$ cat src/hw/rtl/dtd_pkg.sv
// types, constants and codes shared by the task dispatcher modules
// no dependencies
package dtd_pkg;

  localparam int unsigned TaskSlots   = 1024;
  localparam int unsigned DepsPerTask = 4;
  localparam int unsigned DepFields   = 4;
  localparam int unsigned IdxW        = 10;
  localparam int unsigned CntW        = 11;
  localparam int unsigned TagW        = 32;
  localparam int unsigned DcW         = 3;
  localparam int unsigned DjW         = $clog2(DepFields);

  typedef enum logic [1:0] {
    FUNC_SUBMIT   = 2'd0,
    FUNC_REQUEST  = 2'd1,
    FUNC_COMPLETE = 2'd2,
    FUNC_CLEAR    = 2'd3
  } func_e;

  typedef enum logic [2:0] {
    ST_OK      = 3'd0,
    ST_FULL    = 3'd1,
    ST_NONE    = 3'd2,
    ST_BAD     = 3'd3,
    ST_REFUSED = 3'd4
  } status_e;

  typedef enum logic [2:0] {
    S_IDLE,
    S_DECODE,
    S_SLOT_RD,
    S_SLOT_EV,
    S_DEP_RD,
    S_DEP_EV,
    S_CMP,
    S_RESP
  } state_e;

  typedef struct packed {
    logic [1:0]      func;
    logic [TagW-1:0] task_tag;
    logic [DcW-1:0]  dep_count;
    logic [IdxW-1:0] dep_a;
    logic [IdxW-1:0] dep_b;
    logic [IdxW-1:0] dep_c;
    logic [IdxW-1:0] dep_d;
    logic [IdxW-1:0] done_index;
    logic            last_in_batch;
  } in_word_t;

  typedef struct packed {
    logic [2:0]      status;
    logic [IdxW-1:0] handle;
    logic            dispatch_valid;
    logic [IdxW-1:0] dispatch_index;
    logic [TagW-1:0] dispatch_tag;
    logic [CntW-1:0] pending_count;
  } out_word_t;

  typedef struct packed {
    logic [DcW-1:0]                cnt;
    logic [DepFields-1:0][IdxW-1:0] idx;
  } dep_rec_t;

  typedef struct packed {
    logic latch;
    logic submit;
    logic clear;
    logic scan_start;
    logic slot_rd;
    logic slot_next;
    logic dep_start;
    logic dep_rd;
    logic dep_next;
    logic grant;
    logic none;
    logic cmp_rd;
    logic cmp_done;
    logic out_load;
  } cmd_t;

  typedef struct packed {
    func_e func;
    logic  slot_end;
    logic  slot_disp;
    logic  dep_end;
    logic  dep_done;
    logic  out_free;
  } sts_t;

endpackage

$ cat src/hw/rtl/dtd_ctrl.sv
// controller state machine of the task dispatcher
// depends on dtd_pkg
module dtd_ctrl
  import dtd_pkg::*;
(
  input  logic clk_i,
  input  logic rst_ni,
  input  logic in_valid_i,
  output logic in_ready_o,
  input  sts_t sts_i,
  output cmd_t cmd_o
);

  state_e state_q, state_d;

  always_ff @(posedge clk_i or negedge rst_ni) begin
    if (!rst_ni) begin
      state_q <= S_IDLE;
    end else begin
      state_q <= state_d;
    end
  end

  always_comb begin
    state_d = state_q;
    case (state_q)
      S_IDLE: begin
        if (in_valid_i) state_d = S_DECODE;
      end
      S_DECODE: begin
        case (sts_i.func)
          FUNC_REQUEST:  state_d = S_SLOT_RD;
          FUNC_COMPLETE: state_d = S_CMP;
          default:       state_d = S_RESP;
        endcase
      end
      S_SLOT_RD: state_d = sts_i.slot_end ? S_RESP : S_SLOT_EV;
      S_SLOT_EV: state_d = sts_i.slot_disp ? S_SLOT_RD : S_DEP_RD;
      S_DEP_RD:  state_d = sts_i.dep_end ? S_RESP : S_DEP_EV;
      S_DEP_EV:  state_d = sts_i.dep_done ? S_DEP_RD : S_SLOT_RD;
      S_CMP:     state_d = S_RESP;
      S_RESP: begin
        if (sts_i.out_free) state_d = S_IDLE;
      end
      default: state_d = S_IDLE;
    endcase
  end

  always_comb begin
    cmd_o      = '0;
    in_ready_o = 1'b0;
    case (state_q)
      S_IDLE: begin
        in_ready_o   = 1'b1;
        cmd_o.latch  = in_valid_i;
      end
      S_DECODE: begin
        case (sts_i.func)
          FUNC_SUBMIT:   cmd_o.submit = 1'b1;
          FUNC_REQUEST:  cmd_o.scan_start = 1'b1;
          FUNC_COMPLETE: cmd_o.cmp_rd = 1'b1;
          default:       cmd_o.clear = 1'b1;
        endcase
      end
      S_SLOT_RD: begin
        if (sts_i.slot_end) cmd_o.none = 1'b1;
        else cmd_o.slot_rd = 1'b1;
      end
      S_SLOT_EV: begin
        if (sts_i.slot_disp) cmd_o.slot_next = 1'b1;
        else cmd_o.dep_start = 1'b1;
      end
      S_DEP_RD: begin
        if (sts_i.dep_end) cmd_o.grant = 1'b1;
        else cmd_o.dep_rd = 1'b1;
      end
      S_DEP_EV: begin
        if (sts_i.dep_done) cmd_o.dep_next = 1'b1;
        else cmd_o.slot_next = 1'b1;
      end
      S_CMP:  cmd_o.cmp_done = 1'b1;
      S_RESP: cmd_o.out_load = sts_i.out_free;
      default: ;
    endcase
  end

  a_accept_decode: assert property (@(posedge clk_i) disable iff (!rst_ni)
    (in_valid_i && in_ready_o) |=> state_q == S_DECODE)
    else $error("accepted word not decoded");

endmodule

$ cat config.mk
export PLATFORM = sky130hd
export DESIGN_NAME = dtd_ctrl
export DESIGN_NICKNAME = d
export VERILOG_FILES = /design/src/hw/rtl/dtd_pkg.sv /design/src/hw/rtl/dtd_ctrl.sv
export SDC_FILE = /design/constraint.sdc
export NUM_CORES = 1
export LEC_CHECK = 0
export ABC_CLOCK_PERIOD_IN_PS = 3800
export BUFFER_PORTS_ARGS = -buffer_cell sky130_fd_sc_hd__buf_2
export CORE_AREA = 2 2 39 41
export CTS_CLUSTER_SIZE = 30
export DETAILED_ROUTE_END_ITERATION = 8
export DIE_AREA = 0 0 41 43
export HOLD_SLACK_MARGIN = 0.12
export PLACE_DENSITY = 0.67
export SYNTH_ARGS = -nofsm -noshare
export SYNTH_HDL_FRONTEND = slang
export SYNTH_SLANG_ARGS = --single-unit
$ cat constraint.sdc
create_clock -name clk_i -period 3.8 [get_ports clk_i]
set_input_delay 0.57 -clock clk_i [delete_from_list [all_inputs] [get_ports clk_i]]
set_output_delay 0.57 -clock clk_i [all_outputs]
set_load 0.1 [all_outputs]
==> Word level (Yosys, flattened, before mapping) <==
Index checks and enable logic that the tools add are counted.
W data, S select, Z words.
{ "totals": {"reg_bits": 3, "inputBits": 10, "n_memories": 0, "latch_bits": 0, "mem_bits_rw": 0, "out_inout_bits": 15, "rom_bits": 0, "word_cells": 49} }
{ "op_classes": {"n_bitwise": 0, "muxes": 33, "reduce_logical": 4, "shifts": 0, "eq_ne": 11, "div_mod_pow": 0, "n_addsub": 0, "order_cmp": 0, "n_mul": 0} }
{ "op_table": {"columns": ["op", "n"], "rows": [
  ["$pmux W3 S8", 1],
  ["$mux W1", 23],
  ["$mux W3", 6],
  ["$eq A3 B3 Y1 const B", 4],
  ["$eq A3 B2 Y1 const B", 2],
  ["$pmux W3 S2", 1],
  ["$ne A2 B2 Y1 const B", 2],
  ["$eq A3 B1 Y1 const B", 1],
  ["$logic_not A3 Y1", 1],
  ["$reduce_or A3 Y1", 1],
  ["$eq A2 B1 Y1 const B", 1],
  ["$eq A2 B2 Y1 const B", 1],
  ["$logic_not A2 Y1", 1],
  ["$mux W2", 1],
  ["$pmux W1 S2", 1],
  ["$reduce_and A2 Y1", 1]
]} }

==> Longest topological paths before layout <==
Gate-level depths: netlist (run 1).
{ "depth": {"word_depth": 4, "depth_mapped": 4, "ltp_nobuf": 4} }

==> Least setup slack after synthesis (run 1) <==
No wires, ideal clock.
{ "synth_path": {"path_type": "input-to-output", "startpoint": "input port sts_i[2] (netlist bit)", "endpoint": "output port cmd_o[6] (netlist bit)", "stages": 1, "arrival_time_ns": 3.721, "required_time_ns": 3.230, "n_path_buf": 0, "path_slack_ns": -0.491, "cell_sequence": "nor4b_1"} }
{ "synth_between": {"elab_chain_cells": 2} }
{ "synth_lines": {"columns": ["element", "line_no", "source"], "rows": [
  ["start: declaration", "dtd_ctrl.sv:10", "input sts_t sts_i,"],
  ["$mux W1", "dtd_ctrl.sv:74", "if (sts_i.dep_end) cmd_o.grant = 1'b1;"],
  ["$mux W1", "dtd_ctrl.sv:52", "case (state_q)"],
  ["end: declaration", "dtd_ctrl.sv:11", "output cmd_t cmd_o"]
]} }
No other way between the ends.

==> results of run 1 <==
[worst paths after layout]
kind                                   startpoint                endpoint
setup / recovery           state_q[0]$_DFFE_PN0P_               cmd_o[10]
hold / removal                             rst_ni  state_q[1]$_DFFE_PN0P_
setup reg to reg           state_q[2]$_DFFE_PN0P_  state_q[1]$_DFFE_PN0P_
hold reg to reg            state_q[0]$_DFFE_PN0P_  state_q[0]$_DFFE_PN0P_
max in group asynchronous                  rst_ni  state_q[0]$_DFFE_PN0P_
min in group clk_i                     in_valid_i  state_q[0]$_DFFE_PN0P_
[area by class of cell]
cell class	instances	area, sq um	share of cell area, %
Inverter	3	11.3	2.08
Timing Repair Buffer	24	120	22.2
Sequential cell	3	75.1	13.9
Clock buffer	4	26.3	4.85
Tap cell	16	20.0	3.70
Multi-Input combinational cell	38	289	53.3
[logic make-up (layout without fill, tap and decap cells)]
family | count (synthesis) | after routing
AND/OR/NAND/NOR | 28 | 28
buffers and inverters | 6 | 31
adder cells (fa/ha/maj) | 5 | 5
AO/OA/AOI/OAI | 5 | 5
flip-flops | 3 | 3
[cell usage after synthesis (2+ instances only)]
| library cell | instances | area [sq um] |
|---|---|---|
| and2_1 | 6 | 37.5 |
| dfrtp_1 | 3 | 75.1 |
| buf_6 | 2 | 22.5 |
| ha_1 | 5 | 62.6 |
| nor4b_1 | 2 | 17.5 |
| o21ai_1 | 2 | 10.0 |
| nor3_1 | 5 | 25.0 |
| inv_1 | 3 | 11.3 |
| nor2_1 | 4 | 15.0 |
| nand2_1 | 4 | 15.0 |
[layer usage]
metal	GRT usage, %	wire (um)	vias to the layer above
met1	14.5	367	189
met5	0	0	-
met3	0	66	0
met2	15.3	451	16
li1	-	-	214
met4	10.0	0	0
[through the flow]
step	std cells	hold WS (ns)	util (%)	setup slack, ns
after floorplan	47	0.274	-	0.520
after global placement	84	0.366	37.3	1.58
after detailed placement	84	0.367	37.3	1.53
after CTS	88	0.122	39.2	1.27
after global routing	88	0.123	39.2	1.08
final	88	0.124	39.2	1.31
[placed cells by master (no fill, tap or decap), types with 2 or more instances in the layout]
cell,n
and2_1,6
buf_2,24
clkbuf_4,3
dfrtp_1,3
ha_1,5
inv_1,3
nand2_1,4
nor2_1,4
nor3_1,4
nor4b_2,2
o21ai_1,2
==> reports/metrics.cfg, run 1 <==
[run_status]
outcome = finished, final reports clean

[clock_tree]
cts_sinks = 3
post-cts-setup-buffers = 0
cts_root_buf = clkbuf_4
cts_resized = 0
clk_pin_slew_ns = 0.04
clockBufferDepth = 2
cts_tree = built
cts_hold_buf = 0
cts_made_buffers = 3
clk_latency_ns = 0.23
cts_max_level = 1

[synth]
yosysWarningCount = 0
synth_ff_type = dfrtp_1
synthXorXnorAreaFrac_pct = 0
synth_edf_count = 0
async_reset_ff_share_pct = 100
yosys.area_share.simple_pct = 44.2
postSynthAreaPerCell_sq_um = 8.07
synth_seq_area_share_pct = 19.8
synth_fa_ha_area_share_pct = 16.5
synth_nets = 62
synth_mux_area_share_pct = 0
synth_cells = 47
netlist_area_sq_um = 379
synth-compound-area-share_pct = 9.24
synth_top_family_by_area = simple AND/OR/NAND/NOR gates
synth-seq-cells = 3
synth_cell_types = 21

[worst_setup_path]
cp-start-kind = flop
endpoint_kind = output port
critPathRequiredTime_ns = 3.23
critPathTopFamily = buffers and inverters
crit_path_max_incr_delay_ns = 0.54
crit_slowest_cell = dfrtp_1
reg2regPathDepth = 3
r2r_setup_slack_ns = 2.30
crit_chain = inv_1 -> nor3_1 -> and2_1 -> buf_2
path_max_fanout = 10
cp_num_buf_inv = 2
timing_worst_setup_path_type = reg -> out
crit_arrival_ns = 1.92
worst-path-stages = 4

[timing]
rsz0062_at_grt = no
clock_skew_ns = 0.00281
worstMarginPinSlew_ns = 0.490
fin_crit_sh_pct = 65.5
setup_violations = 0
relSlewSlack_pct = 67.6
final-max-slew-violation-count = 0
fin_crit_ns = 2.49
tns_ns = 0
hold_violations = 0
fmaxAchievable_ghz = 0.402

[route]
wl_um = 885
wire_per_inst_um = 10.1
first_pass_iters = 2
vias = 419
route.detailed.drc = 0
ant_nets = 0
dr.first_iter.drc_count = 1
viasPerCell = 4.76

[global_route]
grt_start_max_net_pins = 17
grt_pass1_wl_um = 1310
grt_pass1_vias = 359
track_usage_pct = 10.9
antenna_found_initial = 0
overflow = 0

[flow_run]
max_cap_viol_count = 0

[cells_and_area]
nets = 88
largest_register_ffs = 3
top_regs = state_q x3
nFillCells = 155
area_growth_pct = 42.9
num_antenna_cells = 0
final_design_area_no_fill_sq_um = 542
drive_gt1_share_pct = 44.4
largest-register = state_q

[floorplan]
ios = 25
initial_utilization_pct = 27.4
die_w_um = 41
coreArea_sq_um = 1380
fp-row-count = 14
dieArea_sq_um = 1760
die_h_um = 43

[hold_path]
hp-class = in -> async

[placement]
dpl.hpwl_um = 727
placed_area_sq_um = 515
gp_congestion = 0.738
io_buffers = 24

Power of run 1 is not shown: default switching activity piles up to over one toggle a cycle in this logic, so the estimate is an artifact.
==> run 2, diff against run 1 <==
Settings changed: ABC_CLOCK_PERIOD_IN_PS 3800 to 2500.
Clock period 3.8 ns to 2.5 ns, I/O delays scaled along.
==> reports/metrics.cfg, run 2 (synthesis gave the netlist of run 1 again) <==
[timing]
setup_ws_ns = 0.243  ; was 1.31 ns
hold_violations = 0  ; unchanged
final-max-slew-violation-count = 0  ; unchanged
fin_crit_ns = 2.26
setup_violations = 0  ; unchanged
fmaxAchievable_ghz = 0.443
relSlewSlack_pct = 66.3  ; was 67.6%
tns_ns = 0  ; unchanged
fin_crit_sh_pct = 90.3
rsz0062_at_grt = no  ; unchanged
clock_skew_ns = 0.000196  ; was 0.00281 ns
worstMarginPinSlew_ns = 0.506  ; was 0.490 ns

[hold_path]
hp-class = in -> async  ; unchanged

[floorplan]
initial_utilization_pct = 27.4  ; unchanged
ios = 25  ; unchanged
dieArea_sq_um = 1760  ; unchanged
die_h_um = 43  ; unchanged
fp-row-count = 14  ; unchanged
die_w_um = 41  ; unchanged
coreArea_sq_um = 1380  ; unchanged

[route]
route.detailed.drc = 0  ; unchanged
dr.first_iter.drc_count = 8  ; was 1
ant_nets = 0  ; unchanged
first_pass_iters = 3  ; was 2
wl_um = 970  ; was 885 um
wire_per_inst_um = 10.9  ; was 10.1 um
vias = 417  ; was 419
viasPerCell = 4.69  ; was 4.76

[cells_and_area]
num_antenna_cells = 0  ; unchanged
final_cells = 89  ; was 88
drive_gt1_share_pct = 49.3  ; was 44.4%
area_growth_pct = 50.5  ; was 42.9%
mostFrequentLayoutCell = buf_2  ; unchanged
seq_area_sq_um = 75.1  ; unchanged
top_regs = state_q x3  ; unchanged
nets = 89  ; was 88
nFillCells = 146  ; was 155
multiInputGateArea_sq_um = 308  ; was 289 sq um
largest_register_ffs = 3  ; unchanged
final_design_area_no_fill_sq_um = 571  ; was 542 sq um
layout.cells.most_common_list = 24 x buf_2, 6 x and2_1, 5 x ha_1  ; unchanged
largest-register = state_q  ; unchanged

[worst_setup_path]
cp-startpoint = state_q[0]$_DFFE_PN0P_  ; unchanged
timing.rr.end = state_q[1]$_DFFE_PN0P_  ; unchanged
cp-start-kind = flop  ; unchanged
reg2regPathDepth = 3  ; unchanged
r2r-start = state_q[2]$_DFFE_PN0P_  ; unchanged
timing_worst_setup_path_type = reg -> out  ; unchanged
crit_arrival_ns = 1.88  ; was 1.92 ns
path_max_fanout = 10  ; unchanged
critPathRequiredTime_ns = 2.12  ; was 3.23 ns
r2r_setup_slack_ns = 0.99  ; was 2.30 ns
endpoint_kind = output port  ; unchanged

[clock_tree]
clockBufferDepth = 2  ; unchanged
post-cts-setup-buffers = 0  ; unchanged
clk_pin_slew_ns = 0.04  ; about the same
cts_max_level = 1  ; unchanged
clk_latency_ns = 0.23  ; about the same
cts_root_buf = clkbuf_4  ; unchanged
cts_tree = built  ; unchanged
cts_made_buffers = 3  ; unchanged
cts_sinks = 3  ; unchanged

[placement]
gp_congestion = 0.764  ; was 0.738
io_buffers = 24  ; unchanged
placed_area_sq_um = 529  ; was 515 sq um
dpl.cell_count = 84  ; unchanged
dp_slack_ns = 0.393  ; was 1.53 ns
dpl.hpwl_um = 723  ; was 727 um

[global_route]
overflow = 0  ; unchanged
grt_pass1_wl_um = 1460  ; was 1310 um
antenna_found_initial = 0  ; unchanged
track_usage_pct = 12.6  ; was 10.9%
grt_pass1_vias = 374  ; was 359
grt_start_max_net_pins = 17  ; unchanged

[run_status]
outcome = finished, final reports clean  ; unchanged

[flow_run]
max_cap_viol_count = 0  ; unchanged

==> run 2: changes by cell type in the layout (fill, tap and decap cells not counted), sizes merged <==
cell / previous run / this run
dlygate4sd3: 0 / 1
==> run 2: final cells by class <==
type	instances	share of cell area (%)
Tap cell	16	3.51
Timing Repair Buffer	25	22.8
Clock buffer	4	4.61
Sequential cell	3	13.2
Multi-Input combinational cell	38	53.9
Inverter	3	1.97
==> run 2: worst max-delay path by stage <==
stage	slack (ns)	cells past startpoint	to
after floorplan	-0.56	3	cmd_o[13]
after global placement	0.47	4	cmd_o[12]
final	0.24	4	cmd_o[10]
after detailed placement	0.39	4	cmd_o[12]
after global routing	0.08	4	cmd_o[10]
after CTS	0.11	4	cmd_o[10]
==> run 2: per-layer routing <==
layer	up-vias	routed length, um	track usage [%]
li1	217	-	-
met5	-	0	0
met3	2	64	1.57
met2	17	480	18.1
met1	181	416	15.8
met4	0	9	10.0
==> run 2: repair_timing <==
item | CTS | global route
hold buffers | 1 | 0
resized for setup | 0 | 1
hold endpoints to repair | 3 | 0
setup endpoints to repair | 0 | 4
==> run 2: through the flow <==
step / hold WS, ns / util, %
floorplan: 0.0794 / -
global route: 0.477 / 41.2
finish: 0.468 / 41.2
global placement: 0.171 / 38.2
CTS: 0.461 / 40.9
detailed placement: 0.171 / 38.2
==> run 2: worst max-delay path, stage by stage, from the launching register on <==
cell	delay, ns
dfrtp_1	0.54
inv_1	0.19
nor3_2	0.31
and2_1	0.18
buf_2	0.42
Power of run 2 is left out for the same reason.
